`config.mk`:
```
export PLATFORM = sky130hd
export DESIGN_NAME = servo_damper_move_supervisor
export DESIGN_NICKNAME = d
export VERILOG_FILES = /design/src/rtl/sdms_pkg.sv /design/src/rtl/servo_damper_move_supervisor.sv /design/src/rtl/sdms_ctrl.sv /design/src/rtl/sdms_pulse_pipe.sv
export SDC_FILE = /design/constraint.sdc
export NUM_CORES = 1
export LEC_CHECK = 0
export BUFFER_PORTS_ARGS = -buffer_cell sky130_fd_sc_hd__buf_2
export CAP_MARGIN = 30
export CORE_ASPECT_RATIO = 0.7
export CORE_MARGIN = 3
export CORE_UTILIZATION = 63
export DETAILED_ROUTE_END_ITERATION = 10
export GPL_TIMING_DRIVEN = 1
export PLACE_DENSITY = 0.82
export SETUP_SLACK_MARGIN = 0.3
export SLEW_MARGIN = 30
export SYNTH_ARGS = -nofsm -noshare
export SYNTH_HDL_FRONTEND = slang
export SYNTH_HIERARCHICAL = 1
export SYNTH_SLANG_ARGS = --single-unit
```
`constraint.sdc`:
```
create_clock -name clk -period 11.1 [get_ports clk]
set_clock_uncertainty 0.2 [all_clocks]
set_input_delay 1.11 -clock clk [delete_from_list [all_inputs] [get_ports clk]]
set_output_delay 1.11 -clock clk [all_outputs]
set_load 0.01 [all_outputs]
```
`src/rtl/sdms_pkg.sv`:
```
// Types and constants shared by the damper servo move supervisor.
// No dependencies.
package sdms_pkg;

  localparam int SAMPLE_W = 12;
  localparam int TIMER_CFG_W = 16;
  localparam int PADDR_W = 5;

  localparam logic [6:0] PCT_MAX = 7'd100;
  localparam logic [6:0] NEUTRAL_RESET = 7'd50;
  localparam logic signed [20:0] ROUND_HALF = 21'sd50;

  // floor(a / 100) == (a * RECIP_MUL) >> RECIP_SHIFT for a below 2^19
  localparam logic [19:0] RECIP_MUL = 20'd671089;
  localparam int RECIP_SHIFT = 26;

  typedef enum logic [1:0] {
    CMD_TICK   = 2'd0,
    CMD_TARGET = 2'd1,
    CMD_MODE   = 2'd2,
    CMD_PARK   = 2'd3
  } cmd_t;

  localparam logic [1:0] MODE_AUTO   = 2'd0;
  localparam logic [1:0] MODE_CLOSED = 2'd2;
  localparam logic [1:0] MODE_OPEN   = 2'd3;

  typedef enum logic [2:0] {
    REG_STALL_THRESHOLD  = 3'd0,
    REG_STALL_CONFIRM_MS = 3'd1,
    REG_SETTLE_MS        = 3'd2,
    REG_CLOSED_PULSE_US  = 3'd3,
    REG_OPEN_PULSE_US    = 3'd4,
    REG_NEUTRAL_PERCENT  = 3'd5,
    REG_STALLED_CODE     = 3'd6
  } reg_idx_t;

  typedef struct packed {
    logic [1:0]  cmd;
    logic [7:0]  target_percent;
    logic [1:0]  mode_code;
    logic [11:0] current_sample;
  } item_t;

  typedef struct packed {
    logic [11:0] pulse_us;
    logic        servo_enable;
    logic [6:0]  target_pos;
    logic [6:0]  actual_pos;
    logic        stall_flag;
    logic [7:0]  reported_mode;
  } result_t;

  typedef struct packed {
    logic [11:0] stall_threshold;
    logic [15:0] stall_confirm_ms;
    logic [15:0] settle_ms;
    logic [11:0] closed_pulse_us;
    logic [11:0] open_pulse_us;
    logic [6:0]  neutral_percent;
    logic [7:0]  stalled_code;
  } cfg_t;

  // Supervisor state as it stands after one item.
  typedef struct packed {
    logic       powered;
    logic [6:0] target;
    logic [6:0] actual;
    logic       stalled;
    logic [1:0] mode;
  } snap_t;

  function automatic logic [6:0] clamp_pct(input logic [7:0] p);
    clamp_pct = (p > {1'b0, PCT_MAX}) ? PCT_MAX : p[6:0];
  endfunction

endpackage

```
`src/rtl/servo_damper_move_supervisor.sv`:
```
// Top level of the damper servo move supervisor: register file, state, result pipeline.
// Depends on sdms_pkg, sdms_ctrl and sdms_pulse_pipe.
//
// Use: the item channel (item_valid, item_stall, item) carries one command or
// millisecond tick per transfer; the result channel (result_valid,
// result_stall, result) returns exactly one result per item, in order,
// holding pulse width, power enable, target, actual, stall flag and mode.
// A transfer completes at a rising edge with valid high and stall low.
// A result becomes valid when it reaches the result register.
// Throughput: one item per cycle while item_stall is low; the supervisor
// state updates in the transfer cycle and the pulse interpolation runs
// through three registered stages (product, reciprocal multiply for the
// divide by 100, result). When the receiver stalls, the pipeline holds up
// to three results and then raises item_stall; no result is dropped or
// repeated.
// Reset (rst, synchronous) empties the pipeline, loads the register
// defaults and parks the state at 50 percent, unpowered, in auto mode.
// Configuration uses an APB-style port, one 32-bit register per word;
// write it only while no item is in flight.
module servo_damper_move_supervisor import sdms_pkg::*; #(
  parameter int TIMER_BITS  = 16,
  parameter int SAMPLE_BITS = 12
) (
  input  logic               clk,
  input  logic               rst,
  input  logic               item_valid,
  output logic               item_stall,
  input  item_t              item,
  output logic               result_valid,
  input  logic               result_stall,
  output result_t            result,
  input  logic               psel,
  input  logic               penable,
  input  logic               pwrite,
  input  logic [PADDR_W-1:0] paddr,
  input  logic [31:0]        pwdata,
  output logic [31:0]        prdata,
  output logic               pready
);

  cfg_t     cfg;
  snap_t    snap_next;
  logic     take_ok, accept, cfg_write;
  reg_idx_t reg_idx;

  assign pready    = 1'b1;
  assign cfg_write = psel && penable && pwrite;
  assign reg_idx   = reg_idx_t'(paddr[PADDR_W-1:2]);

  // Register file: write on the access phase, reset to the documented defaults.
  always_ff @(posedge clk) begin
    if (rst) begin
      cfg.stall_threshold  <= 12'd2048;
      cfg.stall_confirm_ms <= 16'd100;
      cfg.settle_ms        <= 16'd2000;
      cfg.closed_pulse_us  <= 12'd1000;
      cfg.open_pulse_us    <= 12'd2000;
      cfg.neutral_percent  <= NEUTRAL_RESET;
      cfg.stalled_code     <= 8'd255;
    end else if (cfg_write) begin
      unique case (reg_idx)
        REG_STALL_THRESHOLD:  cfg.stall_threshold  <= pwdata[11:0];
        REG_STALL_CONFIRM_MS: cfg.stall_confirm_ms <= pwdata[15:0];
        REG_SETTLE_MS:        cfg.settle_ms        <= pwdata[15:0];
        REG_CLOSED_PULSE_US:  cfg.closed_pulse_us  <= pwdata[11:0];
        REG_OPEN_PULSE_US:    cfg.open_pulse_us    <= pwdata[11:0];
        REG_NEUTRAL_PERCENT:  cfg.neutral_percent  <= pwdata[6:0];
        REG_STALLED_CODE:     cfg.stalled_code     <= pwdata[7:0];
        default: begin
        end
      endcase
    end
  end

  // Read back; unused addresses return zero.
  always_comb begin
    unique case (reg_idx)
      REG_STALL_THRESHOLD:  prdata = {20'd0, cfg.stall_threshold};
      REG_STALL_CONFIRM_MS: prdata = {16'd0, cfg.stall_confirm_ms};
      REG_SETTLE_MS:        prdata = {16'd0, cfg.settle_ms};
      REG_CLOSED_PULSE_US:  prdata = {20'd0, cfg.closed_pulse_us};
      REG_OPEN_PULSE_US:    prdata = {20'd0, cfg.open_pulse_us};
      REG_NEUTRAL_PERCENT:  prdata = {25'd0, cfg.neutral_percent};
      REG_STALLED_CODE:     prdata = {24'd0, cfg.stalled_code};
      default:              prdata = 32'd0;
    endcase
  end

  // Hold the input only when every pipeline stage is full and blocked.
  assign item_stall = !take_ok;
  assign accept     = item_valid && take_ok;

  sdms_ctrl #(
    .TIMER_BITS  (TIMER_BITS),
    .SAMPLE_BITS (SAMPLE_BITS)
  ) u_ctrl (
    .clk       (clk),
    .rst       (rst),
    .accept    (accept),
    .item      (item),
    .cfg       (cfg),
    .snap_next (snap_next)
  );

  sdms_pulse_pipe u_pipe (
    .clk          (clk),
    .rst          (rst),
    .load         (accept),
    .snap         (snap_next),
    .cfg          (cfg),
    .take_ok      (take_ok),
    .result_valid (result_valid),
    .result_stall (result_stall),
    .result       (result)
  );

endmodule

```
`src/rtl/sdms_ctrl.sv`:
```
// Move supervisor state: target, actual, mode, power, stall and the two timers.
// Depends on sdms_pkg.
module sdms_ctrl import sdms_pkg::*; #(
  parameter int TIMER_BITS  = 16,
  parameter int SAMPLE_BITS = 12
) (
  input  logic  clk,
  input  logic  rst,
  input  logic  accept,
  input  item_t item,
  input  cfg_t  cfg,
  output snap_t snap_next
);

  localparam int CMP_W = (TIMER_BITS > TIMER_CFG_W) ? TIMER_BITS : TIMER_CFG_W;
  localparam int SW = (SAMPLE_BITS < SAMPLE_W) ? SAMPLE_BITS : SAMPLE_W;

  logic [6:0] target, target_next;
  logic [6:0] actual, actual_next;
  logic [1:0] mode, mode_next;
  logic       powered, powered_next;
  logic       stalled, stalled_next;
  logic [TIMER_BITS-1:0] settle_elapsed, settle_elapsed_next;
  logic       overload_running, overload_running_next;
  logic [TIMER_BITS-1:0] overload_elapsed, overload_elapsed_next;

  logic [TIMER_BITS-1:0] settle_adv, overload_adv;
  logic [6:0] neutral, tp_clamped, move_tgt;
  logic       over, settle_done, overload_hit, move_go, cut;

  assign neutral    = clamp_pct({1'b0, cfg.neutral_percent});
  assign tp_clamped = clamp_pct(item.target_percent);
  assign over = item.current_sample[SW-1:0] >= cfg.stall_threshold[SW-1:0];

  // Saturating advance of both timers.
  assign settle_adv = (settle_elapsed == '1) ? settle_elapsed
                                             : settle_elapsed + TIMER_BITS'(1);
  assign overload_adv = (overload_elapsed == '1) ? overload_elapsed
                                                 : overload_elapsed + TIMER_BITS'(1);
  assign settle_done  = CMP_W'(settle_adv) >= CMP_W'(cfg.settle_ms);
  assign overload_hit = CMP_W'(overload_adv) >= CMP_W'(cfg.stall_confirm_ms);

  always_comb begin
    target_next           = target;
    actual_next           = actual;
    mode_next             = mode;
    powered_next          = powered;
    stalled_next          = stalled;
    settle_elapsed_next   = settle_elapsed;
    overload_running_next = overload_running;
    overload_elapsed_next = overload_elapsed;
    move_go  = 1'b0;
    move_tgt = target;
    cut      = 1'b0;

    unique case (cmd_t'(item.cmd))
      CMD_TICK: begin
        if (powered) begin
          settle_elapsed_next = settle_adv;
          if (over) begin
            if (!overload_running) begin
              overload_running_next = 1'b1;
              overload_elapsed_next = '0;
            end else if (overload_hit) begin
              stalled_next = 1'b1;
              cut          = 1'b1;
            end else begin
              overload_elapsed_next = overload_adv;
            end
          end else begin
            overload_running_next = 1'b0;
            overload_elapsed_next = '0;
          end
          // a stall ends the tick before the settle check
          if (!(over && overload_running && overload_hit) && settle_done) begin
            actual_next = target;
            cut         = 1'b1;
          end
        end
      end
      CMD_TARGET: begin
        if (!(tp_clamped == target && !powered)) begin
          move_go  = 1'b1;
          move_tgt = tp_clamped;
        end
      end
      CMD_MODE: begin
        mode_next = item.mode_code;
        if (item.mode_code == MODE_CLOSED) begin
          if (!(target == 7'd0 && !powered)) begin
            move_go  = 1'b1;
            move_tgt = 7'd0;
          end
        end else if (item.mode_code == MODE_OPEN) begin
          if (!(target == PCT_MAX && !powered)) begin
            move_go  = 1'b1;
            move_tgt = PCT_MAX;
          end
        end
      end
      CMD_PARK: begin
        if (!(!powered && target == neutral && actual == neutral)) begin
          move_go  = 1'b1;
          move_tgt = neutral;
        end
      end
      default: begin
      end
    endcase

    if (cut) begin
      powered_next          = 1'b0;
      settle_elapsed_next   = '0;
      overload_running_next = 1'b0;
      overload_elapsed_next = '0;
    end
    if (move_go) begin
      target_next           = move_tgt;
      stalled_next          = 1'b0;
      powered_next          = 1'b1;
      settle_elapsed_next   = '0;
      overload_running_next = 1'b0;
      overload_elapsed_next = '0;
    end
  end

  always_ff @(posedge clk) begin
    if (rst) begin
      target           <= NEUTRAL_RESET;
      actual           <= NEUTRAL_RESET;
      mode             <= MODE_AUTO;
      powered          <= 1'b0;
      stalled          <= 1'b0;
      settle_elapsed   <= '0;
      overload_running <= 1'b0;
      overload_elapsed <= '0;
    end else if (accept) begin
      target           <= target_next;
      actual           <= actual_next;
      mode             <= mode_next;
      powered          <= powered_next;
      stalled          <= stalled_next;
      settle_elapsed   <= settle_elapsed_next;
      overload_running <= overload_running_next;
      overload_elapsed <= overload_elapsed_next;
    end
  end

  assign snap_next = '{powered: powered_next, target: target_next, actual: actual_next,
                       stalled: stalled_next, mode: mode_next};

endmodule

```
`src/rtl/sdms_pulse_pipe.sv`:
```
// Three-stage result pipeline: interpolation product, divide by 100, result register.
// Depends on sdms_pkg.
module sdms_pulse_pipe import sdms_pkg::*; (
  input  logic    clk,
  input  logic    rst,
  input  logic    load,
  input  snap_t   snap,
  input  cfg_t    cfg,
  output logic    take_ok,
  output logic    result_valid,
  input  logic    result_stall,
  output result_t result
);

  logic v1, v2, v3;
  logic adv1, adv2, adv3;

  snap_t s1_snap, s2_snap;
  logic signed [20:0] s1_prod;
  logic        s2_neg;
  logic [11:0] s2_q;

  logic signed [20:0] d_x, t_x, prod_c, abs_c;
  logic [38:0] recip_c;
  logic [12:0] sum_c;

  // A stage moves on when it is empty or its successor moves on.
  assign adv3    = !v3 || !result_stall;
  assign adv2    = !v2 || adv3;
  assign adv1    = !v1 || adv2;
  assign take_ok = adv1;

  assign d_x    = 21'(signed'({1'b0, cfg.open_pulse_us})) -
                  21'(signed'({1'b0, cfg.closed_pulse_us}));
  assign t_x    = signed'({14'd0, snap.target});
  assign prod_c = d_x * t_x + ROUND_HALF;

  assign abs_c   = s1_prod[20] ? -s1_prod : s1_prod;
  assign recip_c = abs_c[18:0] * RECIP_MUL;

  assign sum_c = s2_neg ? ({1'b0, cfg.closed_pulse_us} - {1'b0, s2_q})
                        : ({1'b0, cfg.closed_pulse_us} + {1'b0, s2_q});

  always_ff @(posedge clk) begin
    if (rst) begin
      v1 <= 1'b0;
      v2 <= 1'b0;
      v3 <= 1'b0;
    end else begin
      if (adv1) v1 <= load;
      if (adv2) v2 <= v1;
      if (adv3) v3 <= v2;
    end
  end

  always_ff @(posedge clk) begin
    if (adv1) begin
      s1_snap <= snap;
      s1_prod <= prod_c;
    end
    if (adv2) begin
      s2_snap <= s1_snap;
      s2_neg  <= s1_prod[20];
      s2_q    <= recip_c[RECIP_SHIFT+11:RECIP_SHIFT];
    end
    if (adv3) begin
      result.pulse_us      <= s2_snap.powered ? sum_c[11:0] : 12'd0;
      result.servo_enable  <= s2_snap.powered;
      result.target_pos    <= s2_snap.target;
      result.actual_pos    <= s2_snap.actual;
      result.stall_flag    <= s2_snap.stalled;
      result.reported_mode <= s2_snap.stalled ? cfg.stalled_code : {6'd0, s2_snap.mode};
    end
  end

  assign result_valid = v3;

endmodule

```
# --- After elaboration in Yosys (flattened, before gate mapping) ---
# Cells that the tools add are included.
totals:
  regBits: 243
classes:
  n_addsub: 7
  multipliers: 2
  n_lt_le_gt_ge: 5
  eq_ne: 18
  muxes: 57
  reduce_logical: 35
op_table:
  columns: ["op", "n"]
  rows:
  - ["$mux 16", 13]
  - ["$pmux 16 s7", 1]
  - ["$mux 7", 12]
  - ["$mul 19x20->38 const B", 1]
  - ["$add 16x1->16 const B", 2]
  - ["$eq 16x16->1 const B", 2]
  - ["$ge 16x16->1", 2]
  - ["$mux 1", 25]
  - ["$add 21x7->21 const B", 1]
  - ["$eq 7x7->1", 3]
  - ["$mul 21x8->21", 1]
  - ["$pmux 7 s3", 1]
  - ["$mux 19", 1]
  - ["$neg 19->19", 1]
  - ["$reduce_and 2->1", 7]
  - ["$sub 12x12->13", 1]
  - ["$add 12x12->12", 1]
  - ["$ge 12x12->1", 1]
  - ["$mux 12", 1]
  - ["$sub 12x12->12", 1]
  - ["$logic_and 1x1->1", 11]
  - ["$eq 3x3->1 const B", 3]
  - ["$eq 2x2->1 const B", 4]
  - ["$gt 8x7->1 const B", 1]
  - ["16 further kinds", 27]

# --- Logic depth before layout (Yosys ltp) ---
# Gate-level depths: netlist (run 1).
depth:
  word_depth: 11
  depth_mapped: 29
  mapped_depth_nobuf: 28

# --- By module ---
# Netlist (run 1), hierarchy kept.
modules_own_cells:
  columns: ["mod", "instances", "cells_each", "area_each_um2", "seq_area_each_um2"]
  rows:
  - ["sdms_pulse_pipe", 1, 1459, 14904.3, 3213.1]
  - ["sdms_ctrl", 1, 590, 4549.4, 1021.0]
  - ["servo_damper_move_supervisor", 1, 471, 4043.9, 1661.6]

# --- Worst setup path after synthesis (run 1) ---
# No wires, ideal clock.
synth_timing:
  path_kind: "input -> register"
  from: "input item[18] (netlist name)"
  to: "register u_pipe.s1_prod[20] (data pin)"
  setup_time_ns: 0.268
  t_arrival_ns: 7.468
  required_time_ns: 10.632
  setup_slack_ns: 3.164
  path_stages: 26
  path_buffers: 3
  path_cell_list: "o211ai_1 > a31oi_1 > or4_1 > a211oi_2 > nand2_1 > a211o_1 > buf_6 > clkbuf_1 > o21ai_0 > clkbuf_1 > and2_1 > fa_1 > fa_1 > inv_1 > fa_1 > inv_1 > fa_1 > ha_1 > or4_1 > o21ai_0 > a31oi_1 > a221o_1 > nand2_1 > nor2_1 > o41ai_1 > xnor2_1"
synth_lines:
  columns: ["element", "line", "text"]
  rows:
  - ["from (decl)", "servo_damper_move_supervisor.sv:28", "input item_t item,"]
  - ["to (signal assigned)", "sdms_pulse_pipe.sv:59", "s1_prod <= prod_c;"]
  - ["to (decl)", "sdms_pulse_pipe.sv:19", "logic signed [20:0] s1_prod;"]

# --- Final worst setup path (run 1) ---
layout_timing:
  from: "register u_pipe.s1_prod[0]"
  to: "register u_pipe.s2_q[10] (data pin)"
layout_between:
  elab_chain_cells: 3
layout_lines:
  columns: ["element", "line", "text"]
  rows:
  - ["$neg 19->19", "sdms_pulse_pipe.sv:38", "assign abs_c = s1_prod[20] ? -s1_prod : s1_prod;"]
  - ["$mux 19 *", "sdms_pulse_pipe.sv:38", null]
  - ["$mul 19x20->38 *", "sdms_pulse_pipe.sv:39", "assign recip_c = abs_c[18:0] * RECIP_MUL;"]
  - ["net u_pipe.recip_c[36]", "sdms_pulse_pipe.sv:24", "logic [38:0] recip_c;"]
  - ["to (signal assigned)", "sdms_pulse_pipe.sv:64", "s2_q <= recip_c[RECIP_SHIFT+11:RECIP_SHIFT];"]
  - ["to (decl)", "sdms_pulse_pipe.sv:21", "logic [11:0] s2_q;"]
# Mark *: on every way through the listed nets, which the timed path passes. The rest lies on a longest branch.
# A chain may end at the register's enable or synchronous reset.

==> results of run 1 <==
## path summary, 6_finish.rpt
kind,to,cells past startpoint
hold / removal,u_pipe/result[21],0
hold reg to reg,u_pipe/result[21],0
setup / recovery,u_pipe/s2_q[10],25
setup reg to reg,u_pipe/s2_q[10],25
## placed cells by master, fill, tap and decap left out, types with 26 or more instances in the layout
cell type / n
a21o_1: 36
a21oi_1: 109
and2_1: 87
buf_2: 102
clkbuf_16: 26
dfxtp_1: 137
edfxtp_1: 105
fa_1: 197
ha_1: 282
inv_1: 452
mux2_2: 29
mux2i_1: 65
nand2_1: 123
nand2b_1: 46
nand3_1: 77
nor2_1: 140
nor2b_1: 26
o21ai_0: 90
xnor2_1: 60
## critical path: cells and delay by family, from the launching register on
kind,cells,cell delay [ns]
AOI/OAI and AO/OA,8,2.12
and+or+nand+nor,3,0.73
DFF,1,0.56
xor gates and xnor gates,2,0.61
buffers and inverters,4,0.70
adders and majority gates,8,3.78
## sequential cells by signal (all words and copies together), names as in the netlist, 2 cells and up
signal and cells:
cfg 83, u_ctrl/actual 7, u_ctrl/mode 2, u_ctrl/overload_elapsed 16, u_ctrl/settle_elapsed 16, u_ctrl/target 7
u_pipe/result 36, u_pipe/s1_prod 20, u_pipe/s1_snap 18, u_pipe/s2_q 12, u_pipe/s2_snap 18
## kinds of logic (layout without fill, tap and decap cells)
logic type	Yosys count	count (layout)	synth area share, %
buf+inv	549	617	9.36
xor+xnor	89	89	3.45
fa+ha+maj	479	479	31.8
other cells	2	18	0.0320
compound gates	420	420	11.8
flops	242	242	25.1
simple gates	645	645	14.3
mux	94	94	4.16
## layer usage
layer	part of all wire [%]	global-route usage, %	up-vias	wire (um)
li1	-	-	8582	-
met5	0.019	0	-	12
met3	13	9.93	114	8240
met4	2.1	6.04	2	1340
met1	44	47.5	9101	27900
met2	40	45.3	975	25400
## stage by stage
step                      instance area, um2  setup WS (ns)  hold WS, ns
after global routing                   25200           1.58        0.226
after floorplan                        23600           3.16        0.200
after detailed placement               24300           2.23        0.205
final                                  25200           2.13        0.219
after CTS                              25200           2.21        0.220
after global placement                 24300           2.49        0.202
## layout make-up
| cell class | instances | share of cell area, % |
|---|---|---|
| well taps | 480 | 2.38 |
| clock inverters | 10 | 0.357 |
| multi-input cells | 1744 | 61.6 |
| inverters | 452 | 6.73 |
| clock buffers | 34 | 2.90 |
| diodes | 1 | 0.00993 |
| repair buffers | 121 | 2.61 |
| flip-flops and latches | 242 | 23.4 |
==> flow_summary_export.csv, run 1 <==
group,metric,value,unit
critical_path,r2r-start,"u_pipe/s1_prod[0]",
layout,instances_no_fill,3084,
drt,final_antenna_net_count,0,
yosys,yosysMostFrequentCell,"inv_1",
sta,rsz0062_at_grt,"no",
yosys,syn_inst,2520,
layout,fill_cells,2762,
placement,gp_routability_congestion,1.00,
yosys,ys_seq_area_share,25.1,%
floorplanning,die_h,168,um
floorplanning,coreArea,36400,um2
yosys,ys.flop_type,"dfxtp_1",
global_route,grt_pass1_wl,101000,um
cts,ctsHtreeMaxLevel,1,
critical_path,critical_path_class,"reg2reg",
sta,slew_headroom,34.5,%
global_route,first_global_vias,18700,
cts,cts_buffer_depth,3,
sta,setup_viol,0,
cts,clockRootBuffer,"clkbuf_16",
placement,dp_cells,3039,
sta,fin_crit,8.97,ns
global_route,antenna_found_initial,1,
placement,port_buffers,103,
sta,hold_violations,0,
critical_path,cp-end-kind,"flip-flop",
floorplanning,dieWidth,237,um
yosys,ys_ff_latch,242,
critical_path,cp.required,11.17,ns
global_route,grt_max_degree,104,
critical_path,slowest_stage,"fa_1",
layout,areaGrowthSynthToFinish,7.28,%
drt,wl_per_cell,20.4,um
critical_path,path_max_fanout,8,
placement,hpwl,49500,um
yosys,synth_common_cells,"inv_1, ha_1, fa_1, nor2_1, dfxtp_1",
cts,cts_buffers,24,
cts,clk_latency,0.53,ns
drt,drtIter0Drc,2171,
outcome,status,"finished clean",
global_route,grt_remaining_overflow,0,
drt,drc,0,
floorplanning,die_area,39700,um2
cts,cts.repair.resized,0,
global_route,grt_use_total,31.7,%
layout,fin_nets,3132,
yosys,synth_top_area_share,16.8,%
critical_path,critical_path.max_stage_delay,0.64,ns
yosys,synth_edf_count,105,
sta,worst_pin_slew,0.980,ns
critical_path,critPathArrivalTime,9.04,ns
sta,final.setup.tns,0,ns
min_path,hp-start,"u_pipe/s2_snap[15]",
layout,layout-drive-gt1-share,8.87,%
cts,cts_tree,"yes",
cts,path_clk_slew,0.07,ns
yosys,synth_area_per_cell,9.32,um2
yosys,synthArstFlopShare,0,%
layout,ff_latch_area,5900,um2
yosys,yosys.area.top_type,"fa_1",
drt,routed_wl,62800,um
drt,num_vias,18800,
floorplanning,rows,58,
cts,postCtsSetupBuffers,0,
critical_path,critPathLaunch,"u_pipe/s1_prod[0]",
yosys,synth-warning-count,6,
floorplanning,start_util,64.6,%
drt,firstDrtPassIters,6,
yosys,synthTopCellsByArea,"fa_1, ha_1, edfxtp_1",
cts,holdBufCountCts,0,
min_path,min_path_type,"reg2reg",
sta,maxSlewViolCount,0,
critical_path,start_kind,"flip-flop",
job,max-cap-violations,0,
cts,clock_sinks,242,
layout,fin_util,69.3,%
layout,multiInputGateArea,15500,um2
critical_path,cpMostUsedCell,"fa_1",
drt,via_per_inst,6.09,
floorplanning,io_pins,139,
sta,fmax,112,MHz
yosys,syn_area,23500,um2
yosys,ys_types,88,
critical_path,rrSetupSlack,2.13,ns
sta,fin_crit_sh,80.8,%
Power of run 1 is not shown: default switching activity piles up to over one toggle a cycle in this logic, so the estimate is an artifact.
==> inputs of run 2 (changes only) <==
--- a/config.mk
+++ b/config.mk
@@ -9,10 +9,10 @@
 export CAP_MARGIN = 30
 export CORE_ASPECT_RATIO = 0.7
 export CORE_MARGIN = 3
-export CORE_UTILIZATION = 63
+export CORE_UTILIZATION = 57
 export DETAILED_ROUTE_END_ITERATION = 10
 export GPL_TIMING_DRIVEN = 1
-export PLACE_DENSITY = 0.82
+export PLACE_DENSITY = 0.78
 export SETUP_SLACK_MARGIN = 0.3
 export SLEW_MARGIN = 30
 export SYNTH_ARGS = -nofsm -noshare
==> constraint.sdc (replaced) <==
create_clock -name clk -period 7.5 [get_ports clk]
set_clock_uncertainty 0.2 [all_clocks]
set_input_delay 0.75 -clock clk [delete_from_list [all_inputs] [get_ports clk]]
set_output_delay 0.75 -clock clk [all_outputs]
set_load 0.01 [all_outputs]
==> run 2 against run 1 <==
  * The run now ends with setup timing left
  * Count of clock-buffer cells in the layout rose by 4
  * Register-to-register slack lost 2.2 ns
  * Setup slack got worse by 2.2 ns
  * Sequential cell count did not move
  * Design area rose by 4.6%
  * Sequential share of layout area is 0.98 points lower
  * Hold slack worse by 0.010 ns
  * Die area is 10% higher
  * Cell count grew 4.7%
  * Critical endpoint is now u_pipe/s2_q[1]
==> flow_summary_export.csv, run 2 (synthesis results as in run 1) <==
group,metric,value,unit
job,max-cap-violations,0,
sta,fin_hold_ws,0.208,ns
sta,slew_headroom,32.8,%
layout,instances_no_fill,3229,
outcome,status,"finished with violations",
floorplanning,io_pins,139,
drt,num_vias,19100,
layout,layout-drive-gt1-share,14.1,%
cts,ctsHtreeMaxLevel,1,
critical_path,critPathArrivalTime,7.68,ns
drt,final_antenna_net_count,0,
drt,route.met3.wl,8160,um
drt,drtIter0Drc,1987,
critical_path,critical_path.max_stage_delay,0.55,ns
sta,fin_crit_sh,101,%
cts,cts_buffer_depth,3,
layout,largest_register_ffs,83,
critical_path,cp.required,7.60,ns
global_route,grt_pass1_wl,102000,um
floorplanning,rows,61,
outcome,failed_checks,"setup timing",
drt,firstDrtPassIters,6,
sta,worst_pin_slew,1.00,ns
cts,clockRootBuffer,"clkbuf_16",
drt,wl_per_cell,20.2,um
critical_path,crit_family,"simple AND/OR/NAND/NOR gates",
layout,largestRegisters,"cfg: 83 flops, u_pipe/result: 36 flops, u_pipe/s1_prod: 20 flops",
floorplanning,die_area,43700,um2
critical_path,start_kind,"flip-flop",
floorplanning,dieWidth,249,um
cts,path_clk_slew,0.07,ns
cts,cts_buffers,24,
critical_path,cp-end-kind,"flip-flop",
layout,final_cell_mix,"inv_1, ha_1, fa_1",
critical_path,slowest_stage,"or4_4",
drt,routed_wl,65100,um
placement,hpwl,51300,um
layout,largest-register,"cfg",
placement,port_buffers,103,
layout,final_common_cell,"inv_1",
cts,cts_tree,"yes",
cts,holdBufCountCts,0,
sta,rsz0062_at_grt,"yes",
sta,maxSlewViolCount,0,
layout,fin_nets,3223,
drt,wl_met1,29000,um
sta,worst_slack,-0.0815,ns
min_path,min_path_type,"reg2reg",
sta,setup_viol,5,
cts,clk_latency,0.54,ns
global_route,grt_use_total,29.3,%
floorplanning,coreArea,40200,um2
global_route,first_global_vias,18900,
global_route,grt_max_degree,101,
sta,fin_crit,7.58,ns
placement,pre_cts_slack,-0.381,ns
global_route,antenna_found_initial,1,
critical_path,crit_buf_inv,5,
drt,via_per_inst,5.91,
layout,areaGrowthSynthToFinish,12.2,%
floorplanning,die_h,176,um
critical_path,path_max_fanout,4,
drt,route.met2.wl,26700,um
floorplanning,start_util,58.4,%
cts,clock_sinks,242,
layout,fill_cells,3131,
placement,gp_routability_congestion,0.972,
sta,hold_violations,0,
sta,fmax,132,MHz
critical_path,critical_path_class,"reg2reg",
drt,drc,0,
drt,highest_layer,"met4",
global_route,grt_remaining_overflow,0,
placement,dp_cells,3173,
-- run 2: cell type report --
| type | instances | area, um2 | area share [%] |
|---|---|---|---|
| Sequential cell | 242 | 5910 | 22.4 |
| Multi-Input combinational cell | 1744 | 15800 | 60.1 |
| Clock buffer | 38 | 768 | 2.91 |
| Tap cell | 535 | 669 | 2.54 |
| Inverter | 452 | 1700 | 6.43 |
| Timing Repair Buffer | 212 | 1380 | 5.23 |
| Clock inverter | 4 | 98.8 | 0.375 |
| Antenna cell | 2 | 5.00 | 0.0190 |
-- run 2: final timing paths --
path                       from           endpoint  slack [ns]  depth (start not counted)
max reg2reg  u_pipe/s1_prod[10]     u_pipe/s2_q[1]       -0.08                         26
max          u_pipe/s1_prod[10]     u_pipe/s2_q[1]       -0.08                         26
min          u_pipe/s2_snap[13]  u_pipe/result[19]        0.21                          0
min reg2reg  u_pipe/s2_snap[13]  u_pipe/result[19]        0.21                          0
-- run 2: layer usage --
layer	global-route usage, %	vias up
met4	5.76	0
met2	42.6	915
li1	-	8764
met3	9.22	121
met5	0	-
met1	43.1	9293
-- run 2: timing repair --
| action | 4_1_cts | 5_1_grt |
|---|---|---|
| setup endpoints to repair | 14 | 20 |
| gates resized for setup | 18 | 37 |
| setup buffers | 2 | 9 |
| pin swaps | 17 | 19 |
-- run 2: stage by stage --
step                util [%]  instance area (um2)  setup TNS [ns]
floorplan                  -                23700               0
global placement        62.5                25100           -1.10
detailed placement      62.5                25200           -2.80
CTS                     65.0                26100          -0.946
global route            65.6                26400           -3.32
finish                  65.6                26400          -0.240
Power of run 2 is left out for the same reason.
